<file path="config.mk">
export PLATFORM = sky130hd
export DESIGN_NAME = tbis_div
export DESIGN_NICKNAME = d
export VERILOG_FILES = /design/src/rtl/assert_macros.svh /design/src/rtl/tbis_div.sv
export SDC_FILE = /design/constraint.sdc
export NUM_CORES = 1
export LEC_CHECK = 0
export BUFFER_PORTS_ARGS = -buffer_cell sky130_fd_sc_hd__buf_2
export CORE_ASPECT_RATIO = 1.75
export CORE_MARGIN = 4
export CORE_UTILIZATION = 40
export DETAILED_ROUTE_END_ITERATION = 7
export PLACE_DENSITY_LB_ADDON = 0.12
export SLEW_MARGIN = 10
export SYNTH_ARGS = -nofsm -noshare
export SYNTH_HDL_FRONTEND = slang
export SYNTH_SLANG_ARGS = --single-unit
</file>
<file path="constraint.sdc">
create_clock -name clk -period 3.2 [get_ports clk]
set_clock_uncertainty 0.1 [all_clocks]
set_input_delay 0.32 -clock clk [delete_from_list [all_inputs] [get_ports clk]]
set_output_delay 0.32 -clock clk [all_outputs]
set_load 0.02 [all_outputs]
</file>
<file path="src/rtl/assert_macros.svh">
// ---------------------------------------------------------------------------
// Assertion macros
// Shared concurrent assertion forms for the machine's RTL.
// ---------------------------------------------------------------------------
`ifndef ASSERT_MACROS_SVH
`define ASSERT_MACROS_SVH

// Check on every clock edge outside reset
`define TBIS_ASSERT(name, prop, msg) \
    name: assert property (@(posedge clk) disable iff (!rst_n) (prop)) \
        else $error(msg);

// Check on every clock edge, reset included
`define TBIS_ASSERT_ALWAYS(name, prop, msg) \
    name: assert property (@(posedge clk) (prop)) \
        else $error(msg);

`endif

</file>
<file path="src/rtl/tbis_div.sv">
// ---------------------------------------------------------------------------
// tbis_div
// Signed 32-bit truncating divider, restoring, one quotient bit a cycle.
// ---------------------------------------------------------------------------
module tbis_div (
    input  logic        clk,
    input  logic        rst_n,
    input  logic        start,
    input  logic [31:0] dividend,
    input  logic [31:0] divisor,
    output logic        busy,
    output logic        done,
    output logic [31:0] quotient
);

    logic        busy_reg;
    logic        done_reg;
    logic [4:0]  cnt_reg;
    logic [31:0] q_reg;
    logic [32:0] rem_reg;
    logic [31:0] d_reg;
    logic        neg_reg;
    logic [32:0] rem_sh;
    logic [32:0] diff;

    assign rem_sh = {rem_reg[31:0], q_reg[31]};
    assign diff   = rem_sh - {1'b0, d_reg};

    // Sequence the iterations
    always_ff @(posedge clk or negedge rst_n)
    begin
        if (!rst_n)
        begin
            busy_reg <= 1'b0;
            done_reg <= 1'b0;
            cnt_reg  <= '0;
        end
        else
        begin
            done_reg <= 1'b0;
            if (start)
            begin
                busy_reg <= 1'b1;
                cnt_reg  <= '0;
            end
            else if (busy_reg)
            begin
                cnt_reg <= cnt_reg + 1'b1;
                if (cnt_reg == 5'd31)
                begin
                    busy_reg <= 1'b0;
                    done_reg <= 1'b1;
                end
            end
        end
    end

    // Shift and subtract on magnitudes
    always_ff @(posedge clk)
    begin
        if (start)
        begin
            q_reg   <= dividend[31] ? (32'd0 - dividend) : dividend;
            d_reg   <= divisor[31] ? (32'd0 - divisor) : divisor;
            rem_reg <= '0;
            neg_reg <= dividend[31] ^ divisor[31];
        end
        else if (busy_reg)
        begin
            if (!diff[32])
            begin
                rem_reg <= diff;
                q_reg   <= {q_reg[30:0], 1'b1};
            end
            else
            begin
                rem_reg <= rem_sh;
                q_reg   <= {q_reg[30:0], 1'b0};
            end
        end
    end

    assign busy     = busy_reg;
    assign done     = done_reg;
    assign quotient = neg_reg ? (32'd0 - q_reg) : q_reg;

endmodule

</file>
# Yosys cells after proc, flatten, opt, wreduce, memory -nomap -nowiden
# Cells that the tools add are included.
# Widths: inputs -> output; s select.
totals:
  input_bits: 67
  wordCells: 31
  output_inout_bits: 34
  regBits: 104
classes:
  n_reduce_logical: 1
  bitwise_logic: 1
  n_eq_ne: 1
  n_mux: 15
  addsub: 5
ops:
  columns: ["operator", "count"]
  rows:
  - ["$mux 32", 5]
  - ["$sub 1x32->32 const A", 3]
  - ["$sub 33x32->33", 1]
  - ["$mux 31", 1]
  - ["$mux 5", 2]
  - ["$mux 1", 7]
  - ["$add 5x1->5 const B", 1]
  - ["$eq 5x5->1 const B", 1]
  - ["$reduce_bool 2->1", 1]
  - ["$xor 1x1->1", 1]

# Depth between registers and ports, before layout
logic_depth:
  depth_word: 4
  mapped_depth: 14
  ltp_nobuf: 12

# Worst setup path before layout
# No wires, ideal clock.
synth_timing:
  kind: "reg2reg"
  start: "reg q_reg[31]"
  end: "reg rem_reg[10]"
  n_path_buf: 1
  path_stages_with_launch: 14
  setup_slack_ns: -0.020
  required_time_ns: 3.009
  t_arrival_ns: 3.029
  period_less_slack_ns: 3.220
  cell_sequence: "edfxtp_1 -> inv_1 -> ha_1 -> fa_1 -> nand2b_1 -> a21oi_1 -> o311ai_0 -> and3b_1 -> o21ai_1 -> a31o_2 -> xor2_1 -> clkbuf_1 -> nand2_1 -> a311oi_1"
synth_via:
  elab_chain_len: 2
synth_rtl:
  columns: ["item", "line_no", "rtl"]
  rows:
  - ["start: declaration", "tbis_div.sv:19", "logic [31:0] q_reg;"]
  - ["start signal: assignment", "tbis_div.sv:63", "q_reg <= dividend[31] ? (32'd0 - dividend) : dividend;"]
  - ["start signal: assignment", "tbis_div.sv:73", "q_reg <= {q_reg[30:0], 1'b1};"]
  - ["start signal: assignment", "tbis_div.sv:78", "q_reg <= {q_reg[30:0], 1'b0};"]
  - ["$sub 33x32->33", "tbis_div.sv:27", "assign diff = rem_sh - {1'b0, d_reg};"]
  - ["$mux 32", "tbis_div.sv:70", "if (!diff[32])"]
  - ["end signal: assignment", "tbis_div.sv:72", "rem_reg <= diff;"]
  - ["end signal: assignment", "tbis_div.sv:77", "rem_reg <= rem_sh;"]
  - ["end: declaration", "tbis_div.sv:20", "logic [32:0] rem_reg;"]
# Every way passes these cells.
# A chain may end at the register's enable or synchronous reset.

# Final worst setup path
layout_timing:
  start: "reg q_reg[2]"
  end: "out quotient[28]"
layout_via:
  elab_chain_len: 2
layout_rtl:
  columns: ["item", "line_no", "rtl"]
  rows:
  - ["$sub 1x32->32", "tbis_div.sv:85", "assign quotient = neg_reg ? (32'd0 - q_reg) : q_reg;"]
  - ["$mux 32", "tbis_div.sv:85", null]
  - ["end: declaration", "tbis_div.sv:13", "output logic [31:0] quotient"]
# Every way passes these cells.

==> impl_metrics.tcl <==
set metrics [dict create \
    drt-met1-wl_um 7964 \
    whs_ns 0.1146 \
    path_cells "buf_4 > buf_4 > nand2b_1 > or4_4 > nor2_4 > nand2_2 > or2_4 > nor2b_4 > nand3_4 > o31ai_4 > xnor2_1 > buf_4" \
    cts_num_sinks 104 \
    initial_core_util 0.4045 \
    path_clk_slew_ns 0.08 \
    cts.root.buffer_cell "clkbuf_16" \
    min_path_cells 1 \
    max-vdd-ir-drop_mv 0.3374 \
    area_delta_synth_final_pct 28.06 \
    clk_latency_ns 0.36 \
    critPathKind "flop to primary output" \
    fmax_mhz 299.8 \
    synthTopCellsByCount "nand2_1, nor2_1, xnor2_1" \
    hold_end "d_reg[0]" \
    grt_max_degree 46 \
    syn_inst 906 \
    htree_num_levels 3 \
    hold_viol 0 \
    wirelength_um 21620 \
    synth-edff-count 65 \
    fillers 1848 \
    worstPathMaxFanout 5 \
    worst_setup_path_end_kind "primary output" \
    r2r_setup_slack_ns -0.02 \
    synth_area_mm2 0.007731 \
    routed.top_layer "met4" \
    yosys_warnings 0 \
    numCtsBuffers 9 \
    track_usage 0.1936 \
    rsz0062_at_grt "true" \
    slew_viol_final 0 \
    seq_area_frac_synth 0.3580 \
    timing.final.ws_setup_ns -0.1359 \
    status "complete, but fails checks" \
    powerDensity_mw_per_mm2 709.4 \
    drtAntennaViolNets 0 \
    maxCapViolCount 0 \
    wl_met3_um 732 \
    yosysTopAreaCellShare 0.2525 \
    cp.arrival_ns 2.92 \
    worst_pin_slew_ns 1.189 \
    tritoncts "done" \
    clockBufferDepth 2 \
    violations "negative setup slack" \
    reg2reg_depth 15 \
    routabilityCongestion 0.9013 \
    syn_nets 1011 \
    max_stage_delay_ns 0.46 \
    grt_overflow_total 0 \
    synth_flop_cell "edfxtp_1" \
    cp_common_cell "buf_4" \
    synth_area_leaders "edfxtp_1, dfxtp_1, xnor2_1" \
    grt_pass1_wl_um 33780 \
    vias 7036 \
    finish.net_count 1154 \
    fin_crit_ns 3.336 \
    power.total_mw 7.024 \
    slew_headroom 0.2073 \
    antenna_found_initial 0 \
    yosys.area.top_type "edfxtp_1" \
    pre_cts_slack_ns -0.06394 \
    row_count 67 \
    final_layout_size_suffix_gt1_frac 0.2609 \
    vias_per_cell 5.433 \
    drtIter0Drc 337 \
    ys_ff_latch 104 \
    crit_slowest_cell "or4_4" \
    setup_viol 15 \
    io_pins 101 \
    totalNegativeSetupSlack_ns -0.8524 \
    cp.required_ns 2.78 \
    synth_most_common_cell "nand2_1" \
    antenna_cells 0 \
    r2r_end "rem_reg[5]" \
    dpl.hpwl_um 15670 \
    die_area_mm2 0.02170 \
    ys_types 59 \
    syn_avg_cell_area_um2 8.533 \
    first_pass_iters 5 \
    fin_crit_sh 1.042 \
    portBuffers 100 \
    avgRoutedWirePerCell_um 16.70 \
    hp-class "input pin to flop" \
    start_kind "flop" \
    wl_met2_um 12150 \
    die_height_um 191.9 \
    die_w_um 113.1 \
    hold_start "divisor[0]" \
    first_global_vias 6906 \
    timing.rr.start "q_reg[31]" \
    drc_errors 0 \
    post-route-util 0.5180 \
    p_leak_nw 4.044 \
    async_flop_share 0.06731 \
    core_area_mm2 0.01911 \
]
==> worst max-delay path: cells and delay by family, from the launching register on <==
kind	cells	cell delay, ns
AOI/OAI and AO/OA	1	0.25
and+or+nand+nor	7	1.32
xor gates and xnor gates	1	0.15
DFF	1	0.41
buffers and inverters	3	0.45
==> report_power, final <==
part	total, mW	internal, mW	switching, mW
logic	3.90	1.84	2.05
registers	2.01	1.71	0.299
clock network	1.12	0.551	0.567
total	7.02	4.10	2.92
==> layout by cell type, fill, tap and decap left out, types with 4 or more instances in the layout <==
cell type  Yosys  layout
ha_1          37      35
clkbuf_16      0      12
or3_1          9       8
or4_4          3       5
buf_12         0       4
dfxtp_1       32      32
nor3_1        17      16
nand2_1      102      85
nor4_1         5       4
a31oi_1        5       4
nand2_2        0       7
a32oi_1        6       4
inv_6          0       5
o41ai_1       10       9
xor2_1        46      45
o21a_1         5       5
buf_4          1      73
nand3_1       25      20
nand2_4        0      10
or4_1         13      11
a311oi_1      15       6
dfrtp_1        7       7
a311oi_2       0       9
buf_6          0       8
o31ai_1       28      25
xnor2_1       73      71
mux2i_1        4       4
nor2_1        84      82
nor2b_1       11      10
a21o_1        12      12
inv_1         46      44
nand4_1       12      12
nand2b_1      15      13
o311ai_1       0       5
a21oi_1       65      63
edfxtp_1      65      65
buf_2          0      90
o21ai_0       51      47
==> worst max path at each step <==
| stage | start | to | slack, ns | depth (start not counted) |
|---|---|---|---|---|
| 6_report | q_reg[2] | quotient[28] | -0.14 | 12 |
| 5_1_grt | q_reg[1] | quotient[31] | -0.29 | 11 |
| 4_1_cts | q_reg[2] | quotient[29] | -0.22 | 10 |
| 3_5_place_dp | q_reg[31] | rem_reg[25] | -0.06 | 14 |
| 3_3_place_gp | dividend[9] | q_reg[30] | -0.01 | 9 |
| 2_1_floorplan | q_reg[31] | q_reg[0] | -0.005 | 13 |
==> cell type report <==
cell class | count | area (um2) | share of cell area
clock buffers | 9 | 225.2 | 0.02275
flip-flops and latches | 104 | 2768 | 0.2795
inverters | 46 | 172.7 | 0.01744
well taps | 241 | 301.5 | 0.03046
multi-input cells | 707 | 5056 | 0.5107
repair buffers | 181 | 1309 | 0.1322
clock inverters | 7 | 68.82 | 0.006951
==> routing by layer <==
layer,track usage,up-vias
li1,-,3563
met1,0.2008,3289
met2,0.3874,144
met3,0.01702,40
met4,0.08052,0
met5,0,-
==> through the flow <==
stage / cell area (um2) / std cells
6_report: 9901 / 1295
3_3_place_gp: 8776 / 1248
3_5_place_dp: 8776 / 1248
4_1_cts: 9399 / 1285
2_1_floorplan: 7740 / 906
5_1_grt: 9901 / 1295
==> kinds of logic after synthesis <==
logic type	Yosys count	share of synthesized area
adder cells (fa/ha/maj)	38	0.06247
XOR/XNOR	119	0.1348
flip-flops	104	0.3580
multiplexers	4	0.005179
AND/OR/NAND/NOR	316	0.1968
AO/OA/AOI/OAI	230	0.1962
buffers and inverters	95	0.04661
==> repair_timing <==
action,4_1_cts,5_1_grt
cloned,2,4
pin swaps,9,54
setup endpoints to repair,32,43
hold buffers,1,0
endpoints found under the hold margin,7,0
buffers inserted,18,9
resized for setup,28,87
(Power assumes the default switching activity.)
