--- src/rtl/assert_macros.svh ---
// ---------------------------------------------------------------------------
// Assertion macros
// Shared concurrent assertion forms for the machine's RTL.
// ---------------------------------------------------------------------------
`ifndef ASSERT_MACROS_SVH
`define ASSERT_MACROS_SVH

// Check on every clock edge outside reset
`define TBIS_ASSERT(name, prop, msg) \
    name: assert property (@(posedge clk) disable iff (!rst_n) (prop)) \
        else $error(msg);

// Check on every clock edge, reset included
`define TBIS_ASSERT_ALWAYS(name, prop, msg) \
    name: assert property (@(posedge clk) (prop)) \
        else $error(msg);

`endif

--- src/rtl/tbis_pkg.sv ---
// ---------------------------------------------------------------------------
// tbis_pkg
// Types, opcodes, status codes and register indices of the machine.
// ---------------------------------------------------------------------------
package tbis_pkg;

    localparam int MEM_BYTES_DEF = 16384;
    localparam int ADDR_W        = 14;
    localparam int NUM_REGS      = 13;
    localparam int RIDX_W        = 4;
    localparam int CFG_IDX_W     = 2;

    // Register indices
    localparam logic [RIDX_W-1:0] REG_IO = 4'd3;
    localparam logic [RIDX_W-1:0] REG_PC = 4'd8;
    localparam logic [RIDX_W-1:0] REG_SL = 4'd9;
    localparam logic [RIDX_W-1:0] REG_SP = 4'd10;
    localparam logic [RIDX_W-1:0] REG_SB = 4'd12;

    // Configuration register indices
    localparam logic [CFG_IDX_W-1:0] CFG_START = 2'd0;
    localparam logic [CFG_IDX_W-1:0] CFG_LIMIT = 2'd1;

    // Opcodes (low five bits of the opcode word)
    localparam logic [4:0] OP_JMP  = 5'd1;
    localparam logic [4:0] OP_JMR  = 5'd2;
    localparam logic [4:0] OP_BNZ  = 5'd3;
    localparam logic [4:0] OP_BGT  = 5'd4;
    localparam logic [4:0] OP_BLT  = 5'd5;
    localparam logic [4:0] OP_BRZ  = 5'd6;
    localparam logic [4:0] OP_MOV  = 5'd7;
    localparam logic [4:0] OP_LDA  = 5'd8;
    localparam logic [4:0] OP_STR  = 5'd9;
    localparam logic [4:0] OP_LDR  = 5'd10;
    localparam logic [4:0] OP_STB  = 5'd11;
    localparam logic [4:0] OP_LDB  = 5'd12;
    localparam logic [4:0] OP_ADD  = 5'd13;
    localparam logic [4:0] OP_ADI  = 5'd14;
    localparam logic [4:0] OP_SUB  = 5'd15;
    localparam logic [4:0] OP_MUL  = 5'd16;
    localparam logic [4:0] OP_DIV  = 5'd17;
    localparam logic [4:0] OP_CMP  = 5'd20;
    localparam logic [4:0] OP_TRP  = 5'd21;
    localparam logic [4:0] OP_ISTR = 5'd22;
    localparam logic [4:0] OP_ILDR = 5'd23;
    localparam logic [4:0] OP_ISTB = 5'd24;
    localparam logic [4:0] OP_ILDB = 5'd25;

    // Trap codes
    localparam logic [31:0] TRAP_HALT    = 32'd0;
    localparam logic [31:0] TRAP_OUT_INT = 32'd1;
    localparam logic [31:0] TRAP_NOP     = 32'd2;
    localparam logic [31:0] TRAP_OUT_CHR = 32'd3;
    localparam logic [31:0] TRAP_IN_CHR  = 32'd4;

    // Status codes
    localparam logic [2:0] ST_OK     = 3'd0;
    localparam logic [2:0] ST_BAD_OP = 3'd1;
    localparam logic [2:0] ST_BAD_TRP = 3'd2;
    localparam logic [2:0] ST_BAD_REG = 3'd3;
    localparam logic [2:0] ST_BAD_ADR = 3'd4;
    localparam logic [2:0] ST_DIV0   = 3'd5;

    typedef struct packed {
        logic              operation;
        logic [ADDR_W-1:0] load_address;
        logic [7:0]        load_byte;
        logic [7:0]        input_char;
    } req_t;

    typedef struct packed {
        logic [ADDR_W-1:0]  pc_after;
        logic               halted;
        logic               out_valid;
        logic               out_is_char;
        logic signed [31:0] out_value;
        logic [2:0]         status;
    } res_t;

    // Opcode is one the machine knows
    function automatic logic op_known(input logic [4:0] op);
        logic ok;
        unique case (op) inside
            OP_JMP, OP_JMR, OP_BNZ, OP_BGT, OP_BLT, OP_BRZ, OP_MOV, OP_LDA,
            OP_STR, OP_LDR, OP_STB, OP_LDB, OP_ADD, OP_ADI, OP_SUB, OP_MUL,
            OP_DIV, OP_CMP, OP_TRP, OP_ISTR, OP_ILDR, OP_ISTB, OP_ILDB: ok = 1'b1;
            default: ok = 1'b0;
        endcase
        return ok;
    endfunction

    // Second operand names a register
    function automatic logic op_uses_b(input logic [4:0] op);
        logic ub;
        unique case (op) inside
            OP_MOV, OP_ADD, OP_SUB, OP_MUL, OP_DIV, OP_CMP,
            OP_ISTR, OP_ILDR, OP_ISTB, OP_ILDB: ub = 1'b1;
            default: ub = 1'b0;
        endcase
        return ub;
    endfunction

endpackage

--- src/rtl/tbis_regfile.sv ---
// ---------------------------------------------------------------------------
// tbis_regfile
// Thirteen-entry register memory, one write and one registered read port;
// entries not yet written read as their reset value.
// ---------------------------------------------------------------------------
module tbis_regfile #(
    parameter int MEM_BYTES = tbis_pkg::MEM_BYTES_DEF
) (
    input  logic                        clk,
    input  logic                        rst_n,
    input  logic                        we,
    input  logic [tbis_pkg::RIDX_W-1:0] waddr,
    input  logic [31:0]                 wdata,
    input  logic [tbis_pkg::RIDX_W-1:0] raddr,
    output logic [31:0]                 rdata
);
    import tbis_pkg::*;

    logic [31:0]         rf_arr [NUM_REGS];
    logic [NUM_REGS-1:0] vld_reg;
    logic [31:0]         rdata_reg;
    logic                wr_ok;
    logic                rd_ok;

    function automatic logic [31:0] rst_val(input logic [RIDX_W-1:0] idx);
        logic [31:0] v;
        if (idx == REG_SP || idx == REG_SB)
            v = 32'(MEM_BYTES);
        else
            v = 32'd0;
        return v;
    endfunction

    assign wr_ok = we && (waddr < RIDX_W'(NUM_REGS));
    assign rd_ok = (raddr < RIDX_W'(NUM_REGS)) && vld_reg[raddr];

    // Mark entries once written
    always_ff @(posedge clk or negedge rst_n)
    begin
        if (!rst_n)
            vld_reg <= '0;
        else if (wr_ok)
            vld_reg[waddr] <= 1'b1;
    end

    // Write and registered read
    always_ff @(posedge clk)
    begin
        if (wr_ok)
            rf_arr[waddr] <= wdata;
        rdata_reg <= rd_ok ? rf_arr[raddr] : rst_val(raddr);
    end

    assign rdata = rdata_reg;

endmodule

--- config.mk ---
export PLATFORM = sky130hd
export DESIGN_NAME = tbis_regfile
export DESIGN_NICKNAME = d
export VERILOG_FILES = /design/src/rtl/assert_macros.svh /design/src/rtl/tbis_pkg.sv /design/src/rtl/tbis_regfile.sv
export SDC_FILE = /design/constraint.sdc
export NUM_CORES = 1
export LEC_CHECK = 0
export ABC_AREA = 1
export BUFFER_PORTS_ARGS = -buffer_cell sky130_fd_sc_hd__buf_2
export CORE_ASPECT_RATIO = 0.8
export CORE_UTILIZATION = 65
export DETAILED_ROUTE_END_ITERATION = 8
export MAX_ROUTING_LAYER = met4
export PLACE_DENSITY = 0.81
export SLEW_MARGIN = 20
export SYNTH_ARGS = -nofsm -noshare
export SYNTH_HDL_FRONTEND = slang
export SYNTH_SLANG_ARGS = --single-unit
--- constraint.sdc ---
create_clock -name clk -period 3.1 [get_ports clk]
set_input_delay 0.62 -clock clk [delete_from_list [all_inputs] [get_ports clk]]
set_output_delay 0.62 -clock clk [all_outputs]
set_load 0.02 [all_outputs]
# == After elaboration in Yosys (flattened, before gate mapping) ==
# Memories as Yosys holds them, arrays and structs flattened.
# Cells that the tools add are included.
# totals
regBits,45
ram_bits,416
in_bits,43
out_inout_bits,32
wordCells,23
mem_count,1
# op_classes
n_lt_le_gt_ge,5
n_eq_ne,2
muxes,8
n_bitwise,1
reduce_logical,4
# mem_list
name,depth,width,read_ports,rd_clocked_by_memory_dff,wr,line_no,rtl
rf_arr,13,32,1,0,1,tbis_regfile.sv:19,logic [31:0] rf_arr [NUM_REGS];
# op_table
cell,count
$mux 32,1
$mux 15,1
$or 13x13->13,1
$lt 4x5->1 const B,2
$eq 4x4->1 const B,2
$lt 4x4->1 const B,2
$bmux 1 s4,1
$demux 1 s4,1
$ge 4x1->1 const B,1
$mux 1,4
$logic_and 1x1->1,3
$logic_or 1x1->1,1

# == Depth between registers and ports, before layout ==
# Gate-level depths: netlist (run 1).
# depth
word_depth,5
ltp_mapped,12
depth_no_buf,9

# == Worst setup path after synthesis (run 1) ==
# Ideal clock, no wire load.
# synth_path
kind,input to register
startpoint,input port waddr[0] (netlist name)
endpoint,memory rf_arr[12][0] (enable)
setup_time_ns,0.462
arrival_time_ns,3.027
t_required_ns,2.638
slack_ns,-0.389
cell_stages,3
path_buffers,0
cell_sequence,nor2_1 -> inv_1 -> nor3_1
# synth_via
elab_chain_len,4
# synth_rtl
element,line_no,rtl
start: declaration,tbis_regfile.sv:12,"input logic [tbis_pkg::RIDX_W-1:0] waddr,"
$lt 4x4->1,tbis_regfile.sv:34,assign wr_ok = we && (waddr < RIDX_W'(NUM_REGS));
$logic_and 1x1->1,tbis_regfile.sv:34,
$mux 1,tbis_regfile.sv:49,if (wr_ok)
$mux 1 (not written as such),tbis_regfile.sv:50,rf_arr[waddr] <= wdata;
end: declaration,tbis_regfile.sv:19,
# Parallel ways exist; a longest one is shown, timed or not.

# == Final worst setup path (run 1) ==
# layout_path
startpoint,input port raddr[0] (netlist name)
endpoint,register rdata_reg[3] (netlist: rdata[3])
# layout_via
elab_chain_len,4
elab_cells_between_ends,6
classes_between,order compare (1); mux (3); reduce/logical (1); memory (1)
# layout_rtl
element,line_no,rtl
start: declaration,tbis_regfile.sv:14,"input logic [tbis_pkg::RIDX_W-1:0] raddr,"
$bmux 1 s4,tbis_regfile.sv:35,assign rd_ok = (raddr < RIDX_W'(NUM_REGS)) && vld_reg[raddr];
$mux 1 (not written as such),tbis_regfile.sv:35,
$logic_and 1x1->1,tbis_regfile.sv:35,
$mux 32 *,tbis_regfile.sv:51,rdata_reg <= rd_ok ? rf_arr[raddr] : rst_val(raddr);
end signal: assignment,tbis_regfile.sv:51,
end: declaration,tbis_regfile.sv:21,logic [31:0] rdata_reg;
# Mark *: on every way between the ends. The rest lies on a longest branch, timed or not. The select of a mux whose other input is x is not followed.
# A chain may end at the register's enable or synchronous reset.

==> results of run 1 <==
[worst paths after layout]
check,endpoint,cells after the start,slack (ns),start
worst max-delay path,rdata[3],11,1.21,raddr[0]
worst min-delay path,rf_arr[10][25],1,0.42,wdata[25]
worst max register to register,rdata[20],8,1.54,vld_reg[0]
worst min register to register,vld_reg[3],2,0.46,vld_reg[3]
max in group asynchronous,vld_reg[0],2,2.32,rst_n
min in group asynchronous,vld_reg[2],2,0.53,rst_n
[report_power, final]
group	internal, mW	switching (mW)	leakage (nW)
sequential	6.94	0.0454	4.14
clock	3.07	2.22	0.696
combinational	0.241	0.642	3.49
total	10.2	2.91	8.33
[synthesized netlist by cell type]
master	count
buf_1	12
inv_4	1
or2_2	6
nand4_1	1
edfxtp_1	416
nor3_1	1
o21ai_0	39
nand3_1	207
inv_2	9
buf_4	21
nand3_2	1
clkbuf_1	8
dfxtp_1	32
nand2_4	1
buf_6	6
buf_2	37
o31ai_1	1
nand2_1	596
nor2_2	1
dfrtp_1	13
inv_1	108
nor2_1	138
[cell type report]
cell class	count	share of cell area
antenna	1	0.0001210
clock buffer	65	0.06091
clock inverter	14	0.007742
inverter	118	0.02159
multi-input combinational	992	0.2019
sequential	461	0.6506
tap	364	0.02202
timing repair buffer	110	0.03514
[worst max-delay path, cell delays in order]
cell and delay, ns:
buf_6 0.18, inv_4 0.41, buf_12 0.38, nand2_1 0.09, nand2_1 0.07, nand2_1 0.05
nand3_1 0.13, nand3_1 0.12, nand2_1 0.16, nand2_1 0.08, inv_2 0.06
[through the flow]
stage	util	cell area, µm²	setup WS [ns]
after floorplan	-	18460	0.3399
after global placement	0.6984	19250	0.7361
after detailed placement	0.6984	19250	0.6864
after CTS	0.7503	20680	1.240
after global routing	0.7504	20690	1.132
final	0.7504	20690	1.207
[kinds of logic after synthesis]
group | count (synthesis) | share of synthesized area
buf+inv | 202 | 0.05043
flops | 461 | 0.7291
compound gates | 40 | 0.01098
simple gates | 952 | 0.2095
[routing by layer]
layer / routed length (µm) / GRT usage / vias to the layer above / share of wire
met3: 3938 / 0.04790 / 99 / 0.093
li1: - / - / 5635 / -
met5: 0 / - / - / 0
met1: 16390 / 0.4006 / 5734 / 0.39
met2: 20380 / 0.4838 / 670 / 0.48
met4: 1417 / 0.1288 / 0 / 0.034
==> results.py, run 1 <==
metrics = {
    "final_layout": {
        "regArea_um2": 13460,
        "fillers": 1717,
        "drive_gt1_frac": 0.1165,
        "nets": 1769,
        "final_common_cell": "nand2_1",
        "syn_to_final_growth_pct": 12.07,
        "final_cell_mix": "nand2_1, edfxtp_1, nand3_1",
        "largest_reg_flops": 416,
        "stdcell_count": 2125,
        "multi_input_area_um2": 4177,
    },
    "floorplan": {
        "io-pin-count": 75,
        "placement_rows": 54,
        "die_y_um": 152.7,
        "fp.coreArea_um2": 27570,
        "die_x_um": 190.4,
        "dieArea_um2": 29080,
        "start_util": 0.6696,
    },
    "clock_tree": {
        "post-cts-setup-buffers": 0,
        "clk_latency_ns": 0.56,
        "h-tree-depth": 2,
        "cts_resized": 0,
        "clk_pin_slew_worst_paths_ns": 0.06,
        "cts_inserted_buffers": 43,
        "cts_tree": "yes",
        "cts-root-buf": "clkbuf_16",
        "cts_sinks": 461,
        "cts_hold_buf": 1,
        "clockBufferDepth": 3,
    },
    "sta": {
        "min_period_ns": 1.893,
        "max_freq_mhz": 528.3,
        "drv_slew": 0,
        "slew_headroom": 0.3271,
        "hold_viol_final": 0,
        "worst_pin_slew_ns": 1.009,
        "finalClockSkew_ns": 0.01201,
        "finalCritPeriodShare": 0.6106,
        "setup_violations": 0,
        "rsz0062_at_grt": "no",
        "finalSetupTns_ns": 0,
        "hold_ws_ns": 0.4157,
    },
    "logic_synthesis": {
        "synthCells": 1655,
        "synth_top_area_share": 0.6767,
        "ys_top_cells_by_area": "edfxtp_1, nand2_1, nand3_1",
        "synth_top_area_cell": "edfxtp_1",
        "synthDistinctLibCells": 22,
        "yosys_warnings": 0,
        "ys_ff_latch": 461,
        "netlist_area_um2": 18460,
        "avgSynthCellArea_um2": 11.15,
        "synthesis.nets": 1698,
        "synth_seq_area_share": 0.7291,
    },
    "place": {
        "port-buffer-count": 74,
        "gp_congestion": 0.8402,
        "place_inst": 2044,
        "place_hpwl_um": 22300,
    },
    "routing": {
        "ant_nets": 0,
        "drt_wl_total_um": 42130,
        "drtPass1Iterations": 6,
        "via_count": 12140,
        "drc": 0,
        "drtIter0Drc": 1296,
        "routedWlPerCell_um": 19.82,
        "viasPerCell": 5.712,
    },
    "global_routing": {
        "gr-total-overflow": 0,
        "grt_pass1_vias": 11930,
        "grt_pass1_wl_um": 64900,
        "grt_max_degree": 96,
        "antenna_found_initial": 1,
        "grtUsageTotal": 0.3068,
    },
    "pwr": {
        "powerDensity_nw_per_um2": 635.9,
        "ir_worst_vdd_v": 0.0005088,
        "total_power_mw": 13.16,
        "total_leakage_power_nw": 8.331,
    },
    "worst_setup_path": {
        "crit_path_end_kind": "flip-flop",
        "critPathKind": "in -> reg",
        "cp.required_ns": 3.60,
        "crit_arrival_ns": 2.39,
        "cp-start-kind": "primary input",
        "path_max_fanout": 74,
    },
    "flow_run": {
        "maxCapViolCount": 0,
    },
    "min_path": {
        "hold_class": "in -> reg",
    },
    "run_status": {
        "status": "complete, no violations",
    },
}
Power figures use the tool's default switching activity.
==> run 2: changes to the inputs <==
--- a/config.mk
+++ b/config.mk
@@ -5,13 +5,13 @@
 export SDC_FILE = /design/constraint.sdc
 export NUM_CORES = 1
 export LEC_CHECK = 0
-export ABC_AREA = 1
+export ABC_AREA = 0
 export BUFFER_PORTS_ARGS = -buffer_cell sky130_fd_sc_hd__buf_2
 export CORE_ASPECT_RATIO = 0.8
-export CORE_UTILIZATION = 65
+export CORE_UTILIZATION = 55
 export DETAILED_ROUTE_END_ITERATION = 8
 export MAX_ROUTING_LAYER = met4
-export PLACE_DENSITY = 0.81
+export PLACE_DENSITY = 0.73
 export SLEW_MARGIN = 20
 export SYNTH_ARGS = -nofsm -noshare
 export SYNTH_HDL_FRONTEND = slang
==> constraint.sdc (replaced) <==
create_clock -name clk -period 1.53 [get_ports clk]
set_input_delay 0.306 -clock clk [delete_from_list [all_inputs] [get_ports clk]]
set_output_delay 0.306 -clock clk [all_outputs]
set_load 0.02 [all_outputs]
==> run 2 against run 1 <==
Worst hold slack lost 0.32 ns. First-iteration DRC count shrank 55%. Synthesized area is 5.5% lower. Non-clock buffer count rose by 42. Clock skew is 0.0095 ns higher. Final area rose by 0.51%. Largest cell class unchanged. Combinational power grew 120%. Synthesized cell count decreased by 53%. Wire length shrank 14%. Cell count decreased by 35%. Global-route usage fell by 6.8 points. The run now ends with setup timing left.
==> results.py, run 2 <==
metrics = {
    "run_status": {
        "status": "complete, but fails checks",
        "violations": "setup timing",
    },
    "floorplan": {
        "dieArea_um2": 32440,
        "die_x_um": 201.1,
        "start_util": 0.5662,
        "placement_rows": 57,
        "io-pin-count": 75,
        "die_y_um": 161.3,
        "fp.coreArea_um2": 30810,
    },
    "clock_tree": {
        "clockBufferDepth": 3,
        "h-tree-depth": 2,
        "cts_tree": "yes",
        "clk_pin_slew_worst_paths_ns": 0.06,
        "clk_latency_ns": 0.55,
        "cts-root-buf": "clkbuf_16",
        "cts_inserted_buffers": 43,
        "cts_sinks": 461,
    },
    "routing": {
        "viasPerCell": 5.959,
        "drtIter0Drc": 586,
        "via_count": 8247,
        "drc": 0,
        "ant_nets": 0,
        "drtPass1Iterations": 6,
        "drt_wl_total_um": 36300,
        "routedWlPerCell_um": 26.23,
    },
    "global_routing": {
        "gr-total-overflow": 0,
        "use_met2": 0.3941,
        "grt_most_used_layer": "met2",
        "met3_usage": 0.04015,
        "grtUsageMet1": 0.3144,
        "grt_max_degree": 39,
        "grt_pass1_vias": 8771,
        "antenna_found_initial": 4,
        "grt_pass1_wl_um": 54660,
        "grtUsageTotal": 0.2384,
    },
    "final_layout": {
        "fillers": 1934,
        "nets": 975,
        "largest_reg_flops": 416,
        "utilization": 0.6748,
        "final_common_cell": "edfxtp_1",
        "multi_input_area_um2": 3876,
        "drive_gt1_frac": 0.3892,
        "stdcell_count": 1384,
        "regArea_um2": 13460,
        "syn_to_final_growth_pct": 19.19,
        "final_cell_mix": "edfxtp_1, mux4_2, buf_2",
    },
    "min_path": {
        "hold_class": "in -> reg",
    },
    "logic_synthesis": {
        "ys_async_sr_fraction": 0.02820,
        "synth_top_area_share": 0.7161,
        "ys.flop_type": "edfxtp_1",
        "synth_edf_count": 416,
        "yosys_warnings": 0,
        "netlist_area_um2": 17440,
        "synthesis.nets": 817,
        "synthCells": 774,
        "ys_ff_latch": 461,
        "avgSynthCellArea_um2": 22.54,
        "netlist_top_cells_count": "edfxtp_1, mux4_2, mux2i_1",
        "synth_seq_area_share": 0.7715,
        "synth.most_common_cell": "edfxtp_1",
        "ys_top_cells_by_area": "edfxtp_1, mux4_2, dfxtp_1",
        "synth_top_area_cell": "edfxtp_1",
        "synthDistinctLibCells": 33,
    },
    "pwr": {
        "total_leakage_power_nw": 7.076,
        "powerDensity_nw_per_um2": 1305,
        "ir_worst_vdd_v": 0.001087,
        "total_power_mw": 27.14,
    },
    "sta": {
        "rsz0062_at_grt": "yes",
        "worst_slack_ns": -0.2340,
        "finalClockSkew_ns": 0.02153,
        "max_freq_mhz": 566.9,
        "drv_slew": 0,
        "slew_headroom": 0.6665,
        "hold_viol_final": 0,
        "finalCritPeriodShare": 1.153,
        "setup_violations": 31,
        "worst_pin_slew_ns": 0.5002,
        "finalSetupTns_ns": -6.628,
        "min_period_ns": 1.764,
    },
    "worst_setup_path": {
        "crit_arrival_ns": 2.19,
        "cp.required_ns": 1.95,
        "critPathKind": "reg -> reg",
        "startpoint": "vld_reg[5]",
        "crit_end": "rdata[9]",
        "r2r_cells": 6,
        "crit_path_end_kind": "flip-flop",
        "regToRegStartpoint": "vld_reg[5]",
        "r2r_setup_slack_ns": -0.23,
        "cp-start-kind": "flip-flop",
        "r2r-end": "rdata[9]",
        "path_max_fanout": 7,
    },
    "flow_run": {
        "maxCapViolCount": 0,
    },
    "place": {
        "place_hpwl_um": 21230,
        "place_inst": 1297,
        "gp_congestion": 0.7601,
        "port-buffer-count": 74,
        "pre_cts_slack_ns": -0.3620,
    },
}
==> run 2: cell types whose count changed after synthesis, moves of 12 or more <==
cell	before	now
nor3_1	1	33
mux2i_1	0	64
mux4_2	0	86
nor2_1	138	10
nand2_1	596	2
mux2_2	0	32
buf_4	21	2
o21ai_0	39	1
nand3_1	207	1
inv_1	108	1
buf_2	37	17
mux4_1	0	12
==> run 2: report_power, final <==
group	total (mW)	switching (mW)	internal [mW]	leakage, nW
clock network	10.9	4.49	6.43	0.719
registers	14.3	0.143	14.1	4.16
logic	1.94	1.05	0.897	2.20
total	27.1	5.68	21.5	7.08
==> run 2: how the worst min path moves through the flow <==
stage / cells past startpoint / slack, ns / startpoint / end
floorplan: 0 / 0.01 / rst_n / vld_reg[0]
global placement: 1 / 0.19 / rst_n / vld_reg[3]
detailed placement: 1 / 0.21 / rst_n / vld_reg[2]
CTS: 1 / 0.08 / wdata[10] / rf_arr[9][10]
global route: 1 / 0.1 / wdata[18] / rf_arr[11][18]
finish: 1 / 0.1 / wdata[18] / rf_arr[8][18]
==> run 2: layer usage <==
| layer | part of all wire | vias to the layer above |
|---|---|---|
| met5 | 0 | - |
| met4 | 0.014 | 0 |
| met3 | 0.053 | 49 |
| met2 | 0.51 | 248 |
| met1 | 0.42 | 4409 |
| li1 | - | 3541 |
==> run 2: cell type report <==
class	count	share of cell area
antenna	5	0.0006018
inverter	1	0.0001805
clock buffer	58	0.05837
sequential	461	0.6473
clock inverter	21	0.01186
tap	413	0.02485
multi-input combinational	273	0.1864
timing repair buffer	152	0.07041
==> run 2: cell families (layout without fill, tap and decap cells) <==
logic type | after synthesis | count (layout) | share of synthesized area
buffers and inverters | 40 | 232 | 0.01599
other | 0 | 5 | 0
muxes | 194 | 194 | 0.1865
AOI/OAI and AO/OA | 9 | 9 | 0.004016
and+or+nand+nor | 70 | 70 | 0.02202
DFF | 461 | 461 | 0.7715
==> run 2: stage by stage <==
stage / area [µm²] / hold WS, ns
final: 20790 / 0.09596
after global routing: 20790 / 0.09542
after CTS: 20770 / 0.07689
after detailed placement: 19250 / 0.2051
after global placement: 19250 / 0.1893
after floorplan: 17600 / 0.01041
==> run 2: worst max-delay path, cell delays in order (launching register included) <==
cell and delay (ns):
dfrtp_1 0.39, mux4_2 0.52, nor2b_4 0.16, a211oi_4 0.16
buf_6 0.18, buf_8 0.15, nor3_1 0.06
==> run 2: repair_timing <==
item	CTS	global route
cloned	1	0
pin swaps	1	0
setup endpoints to repair	31	31
buffers inserted	1	0
endpoints found under the hold margin	13	0
gates resized for setup	11	1
hold buffers	1	0
==> run 3: changes to the inputs <==
--- a/config.mk
+++ b/config.mk
@@ -6,12 +6,12 @@
 export NUM_CORES = 1
 export LEC_CHECK = 0
 export ABC_AREA = 0
-export BUFFER_PORTS_ARGS = -buffer_cell sky130_fd_sc_hd__buf_2
+export BUFFER_PORTS_ARGS = -buffer_cell sky130_fd_sc_hd__clkbuf_2
 export CORE_ASPECT_RATIO = 0.8
-export CORE_UTILIZATION = 55
+export CORE_UTILIZATION = 30
 export DETAILED_ROUTE_END_ITERATION = 8
 export MAX_ROUTING_LAYER = met4
-export PLACE_DENSITY = 0.73
+export PLACE_DENSITY = 0.43
 export SLEW_MARGIN = 20
 export SYNTH_ARGS = -nofsm -noshare
 export SYNTH_HDL_FRONTEND = slang
==> constraint.sdc (replaced) <==
create_clock -name clk -period 1.9 [get_ports clk]
set_input_delay 0.38 -clock clk [delete_from_list [all_inputs] [get_ports clk]]
set_output_delay 0.38 -clock clk [all_outputs]
set_load 0.02 [all_outputs]
==> run 3 against run 2 <==
The flow now finishes without violations. Sequential cell count unchanged. Worst hold slack improved by 0.064 ns. Final area increased by 3.4%. Setup slack improved by 0.36 ns. Die area increased by 82%. Critical endpoint is now rdata[21]. Largest cell class unchanged.
==> results.py, run 3 (synthesized netlist as in run 2, its figures left out) <==
metrics = {
    "worst_setup_path": {
        "regToRegStartpoint": "vld_reg[5]",
        "cp.required_ns": 2.36,
        "path_max_fanout": 18,
        "crit_end": "rdata[21]",
        "r2r_setup_slack_ns": 0.13,
        "crit_path_end_kind": "flip-flop",
        "crit_arrival_ns": 2.23,
        "cpPeakStageDelay_ns": 0.48,
        "r2r_cells": 5,
        "crit_chain": "mux4_2 > nor2b_1 > a211oi_4 > buf_12 > nor3_1",
        "cp-start-kind": "flip-flop",
        "worst_path_max_delay_cell": "mux4_2",
        "critPathKind": "reg -> reg",
        "startpoint": "vld_reg[5]",
        "r2r-end": "rdata[21]",
    },
    "clock_tree": {
        "clk_pin_slew_worst_paths_ns": 0.06,
        "cts-root-buf": "clkbuf_16",
        "cts_resized": 0,
        "clk_latency_ns": 0.58,
        "cts_inserted_buffers": 48,
        "cts_sinks": 461,
        "clockBufferDepth": 3,
        "h-tree-depth": 2,
        "post-cts-setup-buffers": 0,
        "cts_tree": "yes",
    },
    "sta": {
        "hold_viol_final": 0,
        "rsz0062_at_grt": "no",
        "finalSetupTns_ns": 0,
        "worst_pin_slew_ns": 0.3199,
        "finalCritPeriodShare": 0.9317,
        "min_period_ns": 1.770,
        "max_freq_mhz": 564.9,
        "drv_slew": 0,
        "setup_violations": 0,
        "finalClockSkew_ns": 0.02947,
        "slew_headroom": 0.7806,
    },
    "pwr": {
        "powerDensity_nw_per_um2": 1062,
        "ir_worst_vdd_v": 0.0006067,
        "total_leakage_power_nw": 7.218,
        "total_power_mw": 22.83,
    },
    "final_layout": {
        "fillers": 5221,
        "utilization": 0.3767,
        "final_cell_mix": "edfxtp_1, mux4_2, clkbuf_2",
        "drive_gt1_frac": 0.3898,
        "largest_reg_flops": 416,
        "fin_area_um2": 21510,
        "nets": 988,
        "syn_to_final_growth_pct": 23.30,
        "final_common_cell": "edfxtp_1",
    },
    "floorplan": {
        "dieArea_um2": 59120,
        "die_y_um": 217.7,
        "start_util": 0.3055,
        "die_x_um": 271.6,
        "io-pin-count": 75,
        "placement_rows": 78,
        "fp.coreArea_um2": 57090,
    },
    "routing": {
        "via_count": 8121,
        "viasPerCell": 4.651,
        "drt_wl_total_um": 42060,
        "ant_nets": 0,
        "drtPass1Iterations": 4,
        "drtIter0Drc": 637,
        "drc": 0,
        "routedWlPerCell_um": 24.09,
    },
    "global_routing": {
        "grt_max_degree": 34,
        "grtUsageTotal": 0.1492,
        "grt_pass1_vias": 8766,
        "antenna_found_initial": 2,
        "grt_pass1_wl_um": 61440,
        "gr-total-overflow": 0,
    },
    "flow_run": {
        "maxCapViolCount": 0,
    },
    "run_status": {
        "status": "complete, no violations",
    },
    "place": {
        "place_hpwl_um": 24780,
        "place_area_um2": 19850,
        "port-buffer-count": 74,
        "gp_congestion": 0.6940,
    },
    "min_path": {
        "hold_depth": 1,
        "hold_class": "in -> reg",
    },
}
==> run 3: stage by stage <==
| stage | setup WS (ns) | hold slack (ns) | cells |
|---|---|---|---|
| 5_1_grt | 0.04945 | 0.1541 | 1746 |
| 3_5_place_dp | -0.1156 | 0.3028 | 1654 |
| 6_report | 0.1298 | 0.1599 | 1746 |
| 2_1_floorplan | -0.1812 | 0.08441 | 774 |
| 4_1_cts | 0.1146 | 0.1278 | 1745 |
| 3_3_place_gp | -0.1169 | 0.2967 | 1654 |
==> run 3: repair_timing <==
item / CTS / global route
hold endpoints to repair: 13 / 0
hold buffers: 1 / 0
endpoints found under the setup margin: 0 / 0
==> run 3: area by class of cell <==
cell class	instances	area [µm²]	area share
repair buffers	160	1605	0.07464
inverters	1	3.754	0.0001745
well taps	760	950.9	0.04421
diodes	1	2.502	0.0001163
clock buffers	71	1410	0.06556
clock inverters	19	236.5	0.01099
multi-input cells	273	3841	0.1786
flip-flops and latches	461	13460	0.6257
==> run 3: critical path: cells and delay by family (launching register included) <==
| kind | cells | cell delay (ns) |
|---|---|---|
| compound gates | 1 | 0.32 |
| buf+inv | 1 | 0.23 |
| flops | 1 | 0.37 |
| mux | 1 | 0.48 |
| simple gates | 2 | 0.25 |
==> run 3: how the worst min path moves through the flow <==
stage	start	endpoint	slack (ns)
2_1_floorplan	rst_n	vld_reg[0]	0.08
3_3_place_gp	rst_n	vld_reg[11]	0.30
3_5_place_dp	rst_n	vld_reg[9]	0.30
4_1_cts	wdata[3]	rf_arr[3][3]	0.13
5_1_grt	wdata[13]	rf_arr[10][13]	0.15
6_report	wdata[2]	rf_arr[4][2]	0.16
==> run 3: report_power, final <==
part,total [mW],leakage (nW),switching (mW),internal [mW]
Clock,9.72,0.809,3.89,5.83
Combinational,1.61,2.25,0.867,0.741
Sequential,11.5,4.16,0.125,11.4
==> run 3: layer usage <==
metal	vias to the layer above	wire length [µm]	track usage
met1	4351	19650	0.2036
met4	0	682	0.03633
met5	-	0	-
li1	3579	-	-
met3	55	1594	0.02599
met2	136	20130	0.2321
